[src/hw/rtl/pidc_pkg.sv]
`default_nettype none
// ----------------------------------------------------------------------------
// pidc_pkg
// Shared types and constants of the clamped positional PID controller.
// ----------------------------------------------------------------------------
package pidc_pkg;

    // Field widths
    localparam int SAMPLE_W  = 16;               // measured, target, drive (Q8.8)
    localparam int GAIN_W    = 16;               // signed Q8.8 gains
    localparam int LIMIT_W   = 15;               // unsigned Q7.8 clamp magnitudes
    localparam int ERR_W     = SAMPLE_W + 1;     // target - measured
    localparam int DERR_W    = ERR_W + 1;        // error - previous error
    localparam int FRAC_W    = 8;                // fraction bits dropped on output
    localparam int PROD_W    = GAIN_W + ERR_W;   // gain * error, Q17.16
    localparam int DPROD_W   = GAIN_W + DERR_W;  // gain * error delta, Q18.16
    localparam int INTEG_W   = 25;               // clamped integral, Q9.16
    localparam int IACC_W    = PROD_W + 1;       // integral + increment
    localparam int PD_W      = DPROD_W + 1;      // proportional + derivative
    localparam int SUM_W     = PD_W + 1;         // full unclamped sum

    // Configuration port
    localparam int CFG_IDX_W  = 3;
    localparam int CFG_DATA_W = 16;

    typedef logic [CFG_IDX_W-1:0] cfg_idx_t;

    localparam cfg_idx_t REG_PROP_GAIN   = cfg_idx_t'(0);
    localparam cfg_idx_t REG_INTEG_GAIN  = cfg_idx_t'(1);
    localparam cfg_idx_t REG_DERIV_GAIN  = cfg_idx_t'(2);
    localparam cfg_idx_t REG_INTEG_LIMIT = cfg_idx_t'(3);
    localparam cfg_idx_t REG_OUT_LIMIT   = cfg_idx_t'(4);

    // Queue between front and back
    localparam int QUEUE_DEPTH = 2;
    localparam int QPTR_W      = $clog2(QUEUE_DEPTH);
    localparam int QCNT_W      = $clog2(QUEUE_DEPTH + 1);

    typedef logic signed [SAMPLE_W-1:0] sample_t;
    typedef logic signed [GAIN_W-1:0]   gain_t;
    typedef logic        [LIMIT_W-1:0]  limit_t;
    typedef logic signed [ERR_W-1:0]    err_t;
    typedef logic signed [DERR_W-1:0]   derr_t;

    // Controller settings
    typedef struct packed {
        gain_t  prop_gain;
        gain_t  integ_gain;
        gain_t  deriv_gain;
        limit_t integ_limit;
        limit_t out_limit;
    } cfg_t;

    // One sample's error and error delta, as queued for the back end
    typedef struct packed {
        err_t  err;
        derr_t derr;
    } queue_entry_t;

    // Queue status seen by front and back
    typedef struct packed {
        logic full;
        logic empty;
    } queue_stat_t;

endpackage
`default_nettype wire

[src/hw/rtl/pidc_front.sv]
`default_nettype none
// ----------------------------------------------------------------------------
// pidc_front
// Accepts sample beats, forms the error and its change since the last
// sample, and pushes both into the queue.
// ----------------------------------------------------------------------------
module pidc_front (
    input  wire logic                  aclk,
    input  wire logic                  aresetn,
    input  wire logic                  s_valid,
    output logic                       s_ready,
    input  wire pidc_pkg::sample_t     s_measured,
    input  wire pidc_pkg::sample_t     s_target,
    input  wire pidc_pkg::queue_stat_t q_stat,
    output logic                       push,
    output pidc_pkg::queue_entry_t     push_entry
);
    import pidc_pkg::*;

    err_t prev_error_reg;
    err_t err;

    // accept whenever the queue has room
    assign s_ready = !q_stat.full;
    assign push    = s_valid && s_ready;

    // error and its delta, both exact
    assign err             = ERR_W'(s_target) - ERR_W'(s_measured);
    assign push_entry.err  = err;
    assign push_entry.derr = DERR_W'(err) - DERR_W'(prev_error_reg);

    // previous error tracks the last accepted beat
    always_ff @(posedge aclk) begin
        if (!aresetn) begin
            prev_error_reg <= '0;
        end else if (push) begin
            prev_error_reg <= err;
        end
    end

endmodule
`default_nettype wire

[src/hw/rtl/pidc_queue.sv]
`default_nettype none
// ----------------------------------------------------------------------------
// pidc_queue
// Short FIFO between the front and the back, so that each side can stall
// on its own.
// ----------------------------------------------------------------------------
module pidc_queue (
    input  wire logic                   aclk,
    input  wire logic                   aresetn,
    input  wire logic                   push,
    input  wire pidc_pkg::queue_entry_t push_entry,
    input  wire logic                   pop,
    output pidc_pkg::queue_entry_t      pop_entry,
    output pidc_pkg::queue_stat_t       q_stat
);
    import pidc_pkg::*;

    queue_entry_t      entry_reg [QUEUE_DEPTH];
    logic [QPTR_W-1:0] wr_ptr_reg, wr_ptr_next;
    logic [QPTR_W-1:0] rd_ptr_reg, rd_ptr_next;
    logic [QCNT_W-1:0] count_reg, count_next;

    assign q_stat.full  = (count_reg == QCNT_W'(QUEUE_DEPTH));
    assign q_stat.empty = (count_reg == '0);
    assign pop_entry    = entry_reg[rd_ptr_reg];

    // pointer and fill bookkeeping
    always_comb begin
        wr_ptr_next = wr_ptr_reg;
        rd_ptr_next = rd_ptr_reg;
        count_next  = count_reg;
        if (push) begin
            wr_ptr_next = (wr_ptr_reg == QPTR_W'(QUEUE_DEPTH - 1)) ? '0 : wr_ptr_reg + 1'b1;
        end
        if (pop) begin
            rd_ptr_next = (rd_ptr_reg == QPTR_W'(QUEUE_DEPTH - 1)) ? '0 : rd_ptr_reg + 1'b1;
        end
        if (push && !pop) begin
            count_next = count_reg + 1'b1;
        end else if (pop && !push) begin
            count_next = count_reg - 1'b1;
        end
    end

    always_ff @(posedge aclk) begin
        if (!aresetn) begin
            wr_ptr_reg <= '0;
            rd_ptr_reg <= '0;
            count_reg  <= '0;
        end else begin
            wr_ptr_reg <= wr_ptr_next;
            rd_ptr_reg <= rd_ptr_next;
            count_reg  <= count_next;
        end
    end

    // entry storage, no reset
    always_ff @(posedge aclk) begin
        if (push) begin
            entry_reg[wr_ptr_reg] <= push_entry;
        end
    end

endmodule
`default_nettype wire

[src/hw/rtl/pidc_back.sv]
`default_nettype none
// ----------------------------------------------------------------------------
// pidc_back
// Three-stage execution pipeline: gain products, integral update with its
// clamp, then the final sum with output clamp and Q8.8 conversion.
// ----------------------------------------------------------------------------
module pidc_back (
    input  wire logic                   aclk,
    input  wire logic                   aresetn,
    input  wire pidc_pkg::cfg_t         cfg,
    input  wire pidc_pkg::queue_stat_t  q_stat,
    input  wire pidc_pkg::queue_entry_t pop_entry,
    output logic                        pop,
    output logic                        m_valid,
    input  wire logic                   m_ready,
    output pidc_pkg::sample_t           m_drive,
    output logic                        m_saturated
);
    import pidc_pkg::*;

    logic advance;

    // stage 1: products
    logic                      v1_reg;
    logic signed [PROD_W-1:0]  p_reg, p_next;
    logic signed [PROD_W-1:0]  i_reg, i_next;
    logic signed [DPROD_W-1:0] d_reg, d_next;

    // stage 2: integral state and P+D
    logic                      v2_reg;
    logic signed [INTEG_W-1:0] integ_sum_reg, integ_sum_next;
    logic signed [PD_W-1:0]    pd_reg, pd_next;
    logic signed [IACC_W-1:0]  iacc;
    logic signed [IACC_W-1:0]  ilim;
    logic signed [IACC_W-1:0]  iclamp;

    // stage 3: output register
    logic                      m_valid_reg;
    sample_t                   m_drive_reg, m_drive_next;
    logic                      m_saturated_reg, m_saturated_next;
    logic signed [SUM_W-1:0]   sum;
    logic signed [SUM_W-1:0]   olim;
    logic signed [SUM_W-1:0]   oclamp;

    // whole pipeline moves unless the output beat is held
    assign advance = !m_valid_reg || m_ready;
    assign pop     = !q_stat.empty && advance;

    assign m_valid     = m_valid_reg;
    assign m_drive     = m_drive_reg;
    assign m_saturated = m_saturated_reg;

    // gain products, exact in Q17.16 (P, I) and Q18.16 (D)
    always_comb begin
        p_next = PROD_W'(cfg.prop_gain) * PROD_W'(pop_entry.err);
        i_next = PROD_W'(cfg.integ_gain) * PROD_W'(pop_entry.err);
        d_next = DPROD_W'(cfg.deriv_gain) * DPROD_W'(pop_entry.derr);
    end

    // integral accumulate and symmetric clamp; equal to limit passes
    always_comb begin
        ilim = $signed({{(IACC_W-LIMIT_W-FRAC_W){1'b0}}, cfg.integ_limit, {FRAC_W{1'b0}}});
        iacc = IACC_W'(integ_sum_reg) + IACC_W'(i_reg);
        if (iacc > ilim) begin
            iclamp = ilim;
        end else if (iacc < -ilim) begin
            iclamp = -ilim;
        end else begin
            iclamp = iacc;
        end
        integ_sum_next = iclamp[INTEG_W-1:0];
        pd_next        = PD_W'(p_reg) + PD_W'(d_reg);
    end

    // final sum, output clamp, floor to Q8.8
    always_comb begin
        olim = $signed({{(SUM_W-LIMIT_W-FRAC_W){1'b0}}, cfg.out_limit, {FRAC_W{1'b0}}});
        sum  = SUM_W'(pd_reg) + SUM_W'(integ_sum_reg);
        m_saturated_next = 1'b1;
        if (sum > olim) begin
            oclamp = olim;
        end else if (sum < -olim) begin
            oclamp = -olim;
        end else begin
            oclamp           = sum;
            m_saturated_next = 1'b0;
        end
        // clamped value fits LIMIT_W+FRAC_W+1 bits, so the slice is a floor shift
        m_drive_next = oclamp[SAMPLE_W+FRAC_W-1:FRAC_W];
    end

    // control and integral state
    always_ff @(posedge aclk) begin
        if (!aresetn) begin
            v1_reg        <= 1'b0;
            v2_reg        <= 1'b0;
            m_valid_reg   <= 1'b0;
            integ_sum_reg <= '0;
        end else if (advance) begin
            v1_reg      <= pop;
            v2_reg      <= v1_reg;
            m_valid_reg <= v2_reg;
            if (v1_reg) begin
                integ_sum_reg <= integ_sum_next;
            end
        end
    end

    // payload stages, no reset
    always_ff @(posedge aclk) begin
        if (advance) begin
            if (pop) begin
                p_reg <= p_next;
                i_reg <= i_next;
                d_reg <= d_next;
            end
            if (v1_reg) begin
                pd_reg <= pd_next;
            end
            if (v2_reg) begin
                m_drive_reg     <= m_drive_next;
                m_saturated_reg <= m_saturated_next;
            end
        end
    end

endmodule
`default_nettype wire

[src/hw/rtl/pid_controller_clamped.sv]
`default_nettype none
// ----------------------------------------------------------------------------
// pid_controller_clamped
// Clamped positional PID controller, signed Q8.8 in and out.
//
// Sample beats (s_measured, s_target) enter on the s_ valid/ready channel;
// each yields exactly one result beat (m_drive, m_saturated) on the m_
// channel, in order. Gains and clamp limits are written on the cfg_ channel
// (cfg_index 0..4: prop_gain, integ_gain, deriv_gain, integ_limit,
// out_limit; other indexes are dropped). The user must write them only
// while no sample is in flight; the block itself does not enforce this.
// cfg_ready is always high. A sample beat passes the queue, product stage,
// integral stage and output register before its result is valid.
// Throughput: one sample per cycle unless the receiver stalls; the integral
// add-and-clamp is combinational, and each gain uses its own multiplier.
// Reset clears gains, limits, the previous error and the integral to 0.
// When the receiver stalls, the back pipeline freezes with the result held;
// the two-entry queue keeps taking samples until full, then s_ready drops.
// ----------------------------------------------------------------------------
module pid_controller_clamped (
    input  wire logic                  aclk,
    input  wire logic                  aresetn,
    // sample channel
    input  wire logic                  s_valid,
    output logic                       s_ready,
    input  wire pidc_pkg::sample_t     s_measured,
    input  wire pidc_pkg::sample_t     s_target,
    // result channel
    output logic                       m_valid,
    input  wire logic                  m_ready,
    output pidc_pkg::sample_t          m_drive,
    output logic                       m_saturated,
    // configuration channel
    input  wire logic                  cfg_valid,
    output logic                       cfg_ready,
    input  wire pidc_pkg::cfg_idx_t    cfg_index,
    input  wire logic [pidc_pkg::CFG_DATA_W-1:0] cfg_data
);
    import pidc_pkg::*;

    cfg_t         cfg_reg;
    queue_stat_t  q_stat;
    queue_entry_t push_entry;
    queue_entry_t pop_entry;
    logic         push;
    logic         pop;

    assign cfg_ready = 1'b1;

    // configuration registers
    always_ff @(posedge aclk) begin
        if (!aresetn) begin
            cfg_reg <= '0;
        end else if (cfg_valid && cfg_ready) begin
            case (cfg_index)
                REG_PROP_GAIN:   cfg_reg.prop_gain   <= cfg_data[GAIN_W-1:0];
                REG_INTEG_GAIN:  cfg_reg.integ_gain  <= cfg_data[GAIN_W-1:0];
                REG_DERIV_GAIN:  cfg_reg.deriv_gain  <= cfg_data[GAIN_W-1:0];
                REG_INTEG_LIMIT: cfg_reg.integ_limit <= cfg_data[LIMIT_W-1:0];
                REG_OUT_LIMIT:   cfg_reg.out_limit   <= cfg_data[LIMIT_W-1:0];
                default: ;
            endcase
        end
    end

    pidc_front u_front (
        .aclk       (aclk),
        .aresetn    (aresetn),
        .s_valid    (s_valid),
        .s_ready    (s_ready),
        .s_measured (s_measured),
        .s_target   (s_target),
        .q_stat     (q_stat),
        .push       (push),
        .push_entry (push_entry)
    );

    pidc_queue u_queue (
        .aclk       (aclk),
        .aresetn    (aresetn),
        .push       (push),
        .push_entry (push_entry),
        .pop        (pop),
        .pop_entry  (pop_entry),
        .q_stat     (q_stat)
    );

    pidc_back u_back (
        .aclk        (aclk),
        .aresetn     (aresetn),
        .cfg         (cfg_reg),
        .q_stat      (q_stat),
        .pop_entry   (pop_entry),
        .pop         (pop),
        .m_valid     (m_valid),
        .m_ready     (m_ready),
        .m_drive     (m_drive),
        .m_saturated (m_saturated)
    );

    // an accepted beat is in the queue on the next cycle
    a_push_lands: assert property (@(posedge aclk) disable iff (!aresetn)
        (s_valid && s_ready) |=> !q_stat.empty)
        else $error("accepted sample did not reach the queue");

    // a held result keeps the queue from draining
    a_stall_holds_queue: assert property (@(posedge aclk) disable iff (!aresetn)
        (m_valid && !m_ready) |-> !pop)
        else $error("queue popped while result stalled");

    // never pop an empty queue
    a_no_pop_empty: assert property (@(posedge aclk) disable iff (!aresetn)
        q_stat.empty |-> !pop)
        else $error("pop from empty queue");

endmodule
`default_nettype wire
[config.mk]
export PLATFORM = sky130hd
export DESIGN_NAME = pid_controller_clamped
export DESIGN_NICKNAME = d
export VERILOG_FILES = /design/src/hw/rtl/pidc_pkg.sv /design/src/hw/rtl/pidc_front.sv /design/src/hw/rtl/pidc_queue.sv /design/src/hw/rtl/pidc_back.sv /design/src/hw/rtl/pid_controller_clamped.sv
export SDC_FILE = /design/constraint.sdc
export NUM_CORES = 2
export LEC_CHECK = 0
export BUFFER_PORTS_ARGS = -buffer_cell sky130_fd_sc_hd__buf_2
export CAP_MARGIN = 40
export CORE_AREA = 2 2 424 426
export CTS_CLUSTER_SIZE = 8
export DETAILED_ROUTE_END_ITERATION = 10
export DIE_AREA = 0 0 426 428
export SKIP_CTS_REPAIR_TIMING = 1
export SLEW_MARGIN = 20
export SYNTH_ARGS = -nofsm -noshare
export SYNTH_HDL_FRONTEND = slang
export SYNTH_SLANG_ARGS = --single-unit
[constraint.sdc]
create_clock -name aclk -period 12.8 [get_ports aclk]
set_clock_uncertainty 0.05 [all_clocks]
set_input_delay 0.64 -clock aclk [delete_from_list [all_inputs] [get_ports aclk]]
set_output_delay 0.64 -clock aclk [all_outputs]
set_load 0.01 [all_outputs]
Yosys cells after proc, flatten, opt, wreduce, memory -nomap -nowiden
Memory sizes are Yosys's and may differ from the RTL's. A register that Yosys moved wholly into a read port is not among the register bits.
Cells that the tools add are included.
- input bits: 56
- bits in writable memories: 70
- bits in registers: 279
- memory bits (read-only): 0
- bits in latches: 0
- memories: 1
- memory list (memory ; words ; bits a word ; rd ports ; clocked after memory_dff ; wr ports ; line ; text):
    u_queue.entry_reg ; 2 ; 35 ; 1 ; 1 ; 1 ; pidc_queue.sv:18 ; queue_entry_t entry_reg [QUEUE_DEPTH];
- bitwise operators: 0
- divide/modulo/power cells: 0
- mux-type cells: 13
- order comparisons: 4
- shift operators: 0
- reduce and logical (&&, ||, !) cells: 21
- multipliers: 3
- eq/ne operators: 5
- $add $sub $neg: 11
- operator list (operator ; count):
    multiplier 16 x 17 -> 33 bit ; 2
    2-to-1 mux 25 bit ; 2
    adder 35 x 25 -> 36 bit ; 1
    greater-than comparator 36 x 24 -> 1 bit ; 1
    < comparator 36 bit ; 1
    negation 23 -> 36 bit ; 1
    adder 33 x 34 -> 35 bit ; 1
    adder 25 x 33 -> 34 bit ; 1
    greater-than comparator 34 x 24 -> 1 bit ; 1
    < comparator 34 bit ; 1
    multiplier 16 x 18 -> 34 bit ; 1
    negation 23 -> 34 bit ; 1
    2-to-1 mux 24 bit ; 1
    2-to-1 mux 23 bit ; 1
    subtractor 17 x 17 -> 18 bit ; 1
    subtractor 16 x 16 -> 17 bit ; 1
    AND reduction 2 bit ; 8
    2-to-1 mux 1 bit ; 7
    equality test 3 x 2 -> 1 bit (second input constant) ; 2
    logical NOT 1 bit ; 5
    logical AND 1 bit ; 4
    2-to-1 mux 2 bit ; 2
    equality test 3 x 1 -> 1 bit (second input constant) ; 1
    equality test 3 bit (second input constant) ; 1
    other kinds (8) ; 9

Longest topological paths before layout
- depth in word-level cells: 7
- gate-level depth with buffers: 30
- gate-level depth less buffers: 28

By module
From an unflattened synthesis, not the netlist that was laid out.
- cell total of the unflattened synthesis: 5759
- area, all modules: 53745.3 um^2
- modules (own cells, without submodules) (module ; cells each ; seq. area each (um^2) ; area an instance (um^2) ; instances):
    pidc_back ; 5044 ; 5124.9 ; 45820.2 ; 1
    pid_controller_clamped ; 276 ; 1561.5 ; 2910.3 ; 1
    pidc_queue ; 131 ; 2202.1 ; 2742.6 ; 1
    pidc_front ; 308 ; 340.3 ; 2272.2 ; 1

Worst setup path after synthesis
Ideal clock, no wire load.
- path type: flip-flop to flip-flop
- from: register (tool-made name)
- to: register u_back.i_reg[32] (data pin)
- stages on the path, launching flop included: 29
- path buffers: 3
- setup slack: 4.995 ns
- setup time: 0.260 ns
- data arrival time: 7.496 ns
- cell sequence: dfxtp_1 -> clkbuf_1 -> buf_1 -> mux2_2 -> clkbuf_1 -> and2_1 -> fa_1 -> fa_1 -> ha_1 -> inv_1 -> fa_1 -> inv_1 -> fa_1 -> inv_1 -> fa_1 -> inv_1 -> ha_1 -> a2111oi_0 -> nor2b_1 -> o21ai_1 -> a311o_1 -> a31oi_1 -> o21ai_1 -> a221oi_1 -> o21ai_1 -> o41ai_1 -> o21bai_1 -> a21oi_1 -> xnor2_1
- RTL lines (item ; line ; text):
    to (signal assigned) ; pidc_back.sv:114 ; i_reg <= i_next;
    to (decl) ; pidc_back.sv:26 ; logic signed [PROD_W-1:0] i_reg, i_next;

==> impl_metrics.yaml <==
timing:
  tightest_slew_ns: 0.886
  fin_crit_sh_pct: 67.5
  fmax_ghz: 0.116
  rsz0062_at_grt: "no"
  slew_headroom_pct: 40.8
  fin_ws_ns: 4.17
  hold_viol_final: 0
  setup-violations-final: 0
  min_period_ns: 8.63
  setup-tns-final_ns: 0
  whs_ns: 0.303
  slew_viol_final: 0
critical_path:
  critPathSlowestCell: "mux2_2"
  start_kind: "flip-flop"
  cpMostUsedCell: "fa_1"
  critical-path-max-stage-delay_ns: 0.69
  r2r_slack_ns: 4.17
  arrival_ns: 8.97
  worst_ep_required_time_ns: 13.13
  worstPathMaxFanout: 38
  cp-end-kind: "flip-flop"
  path_class: "flip-flop to flip-flop"
clocking:
  numCtsBuffers: 51
  root_buffer: "clkbuf_16"
  clock-sinks: 350
  htreeDepth: 2
  worstSkewPairLatency_ns: 0.65
  clk_pin_slew_ns: 0.07
  clock_path_buffers: 3
  cts_tree: "built"
global_routing:
  first_global_vias: 40800
  met3_usage_pct: 2.59
  grt_use_met2_pct: 27.3
  grt_pass1_wl_mm: 234
  overflow: 0
  busiest_layer: "met2"
  grt_util_all_layers_pct: 16.5
  grt_util_met1_pct: 21.5
  antenna_found_initial: 12
  grt_max_degree: 60
synthesis:
  ys_warn_count: 0
  synthFlopType: "edfxtp_1"
  synth_seq_cells: 350
  netlist_instances: 5707
  synthesis.area_sq_mm: 0.0530
  syn-num-nets: 7086
  synth_edf_count: 222
  synth-async-reset-ratio_pct: 0
  syn_avg_cell_area_sq_um: 9.28
  synthDistinctLibCells: 84
  yosysSeqAreaShare_pct: 17.4
final_layout:
  drive_gt1_share_pct: 4.60
  area_growth_pct: 8.87
  fill_cells: 18400
  stdcell_area_sq_mm: 0.0577
  postLayoutCoreUtil_pct: 32.5
  fin_cells: 8101
  multi_input_area_sq_mm: 0.0389
  final-seq-area_sq_mm: 0.00923
  largest_reg_flops: 78
  nets: 7061
floorplanning:
  fp.dieH_um: 428
  placementRows: 155
  design.core.area_sq_mm: 0.178
  dieWidth_um: 426
  io_pins: 76
  start_util_pct: 29.8
  die_area_sq_mm: 0.182
drt:
  totalWireLength_mm: 149
  viasPerCell: 4.80
  wl_per_cell_um: 18.4
  drcViolationCount: 0
  first_pass_iters: 7
  num_vias: 38900
  first_iter_violations: 2331
  ant_nets: 0
power_and_ir_drop:
  powerDensity_mw_per_mm2: 143
  p_total_mw: 8.23
  ir_drop_mv: 0.137
  p_leak_nw: 27.3
job:
  maxCapViolCount: 0
placement:
  placedInstanceArea_sq_mm: 0.0559
  pre_cts_ws_ns: 4.15
  dp_hpwl_mm: 120
  gp_congestion: 0.910
  port_buffers: 74
  place_inst: 7974
run_status:
  status: "finished clean"
worst_hold_path:
  min_path_type: "input pin to flip-flop"
logic make-up (layout without fill, tap and decap cells):
family / after synthesis / count (layout) / share of synthesized area [%]
xor+xnor: 247 / 247 / 4.08
buf+inv: 1292 / 1307 / 9.18
simple gates: 1664 / 1664 / 15.3
flops: 350 / 350 / 17.4
mux: 54 / 54 / 1.12
other cells: 1 / 25 / 0.00708
fa+ha+maj: 1323 / 1323 / 43.2
compound gates: 776 / 776 / 9.63
synth_stat cells (all sizes together) (44+ instances only):
master  number  share of area, %
a21boi     101               1.4
a21o        98               1.4
a21oi      206               1.9
and2       405               4.8
clkbuf     186               1.3
dfxtp      128               4.8
edfxtp     222                13
fa         847                32
ha         476                11
inv       1084               7.7
nand2      704               5.0
nand2b      44              0.52
nand3       69              0.65
nor2       193               1.4
nor2b       68              0.80
nor3        46              0.43
o21ai      134               1.3
xnor2      178               2.9
xor2        69               1.1
cells in the final DEF (no fill, tap or decap), drive strengths merged, types with 101 or more instances in the layout:
cell,instances
nor2,193
a21oi,206
ha,476
and2,405
buf,129
a21boi,101
xnor2,178
inv,1085
o21ai,134
dfxtp,128
edfxtp,222
fa,847
nand2,704
layout make-up:
type / instances / share of cell area [%]
flip-flops and latches: 350 / 16.0
well taps: 2355 / 5.11
clock inverters: 4 / 0.130
repair buffers: 129 / 1.53
multi-input cells: 4065 / 67.5
inverters: 1085 / 7.06
diodes: 24 / 0.104
clock buffers: 89 / 2.59
layer usage:
| metal | share of wire, % | vias up |
|---|---|---|
| li1 | - | 18000 |
| met1 | 43 | 19600 |
| met2 | 47 | 1046 |
| met3 | 6.2 | 209 |
| met4 | 4.1 | 0 |
| met5 | 0 | - |
worst max-delay path, delay by kind of cell, from the launching register on:
kind / cells / cell delay (ns)
simple gates: 2 / 0.52
flops: 1 / 0.31
buf+inv: 5 / 0.63
mux: 1 / 0.69
fa+ha+maj: 7 / 2.99
xor+xnor: 1 / 0.08
compound gates: 10 / 3.09
report_power, final:
group	internal [mW]	leakage, nW	switching (mW)	total [mW]
Combinational	1.75	23.4	3.16	4.90
Clock	0.789	0.749	0.568	1.36
Sequential	1.72	3.17	0.243	1.96
path summary, 6_finish.rpt:
path                                                                end                                     from  cells past startpoint
worst max-delay path                         u_back.i_reg[32]$_DFFE_PP_                                flip-flop                     26
worst min-delay path                           cfg_reg[61]$_SDFFE_PN0P_                             cfg_data[15]                      3
worst max register to register               u_back.i_reg[32]$_DFFE_PP_                                flip-flop                     26
worst min register to register  u_front.prev_error_reg[12]$_SDFFE_PN0P_  u_front.prev_error_reg[12]$_SDFFE_PN0P_                      2
Note: power is estimated with default switching activity, not from simulation.
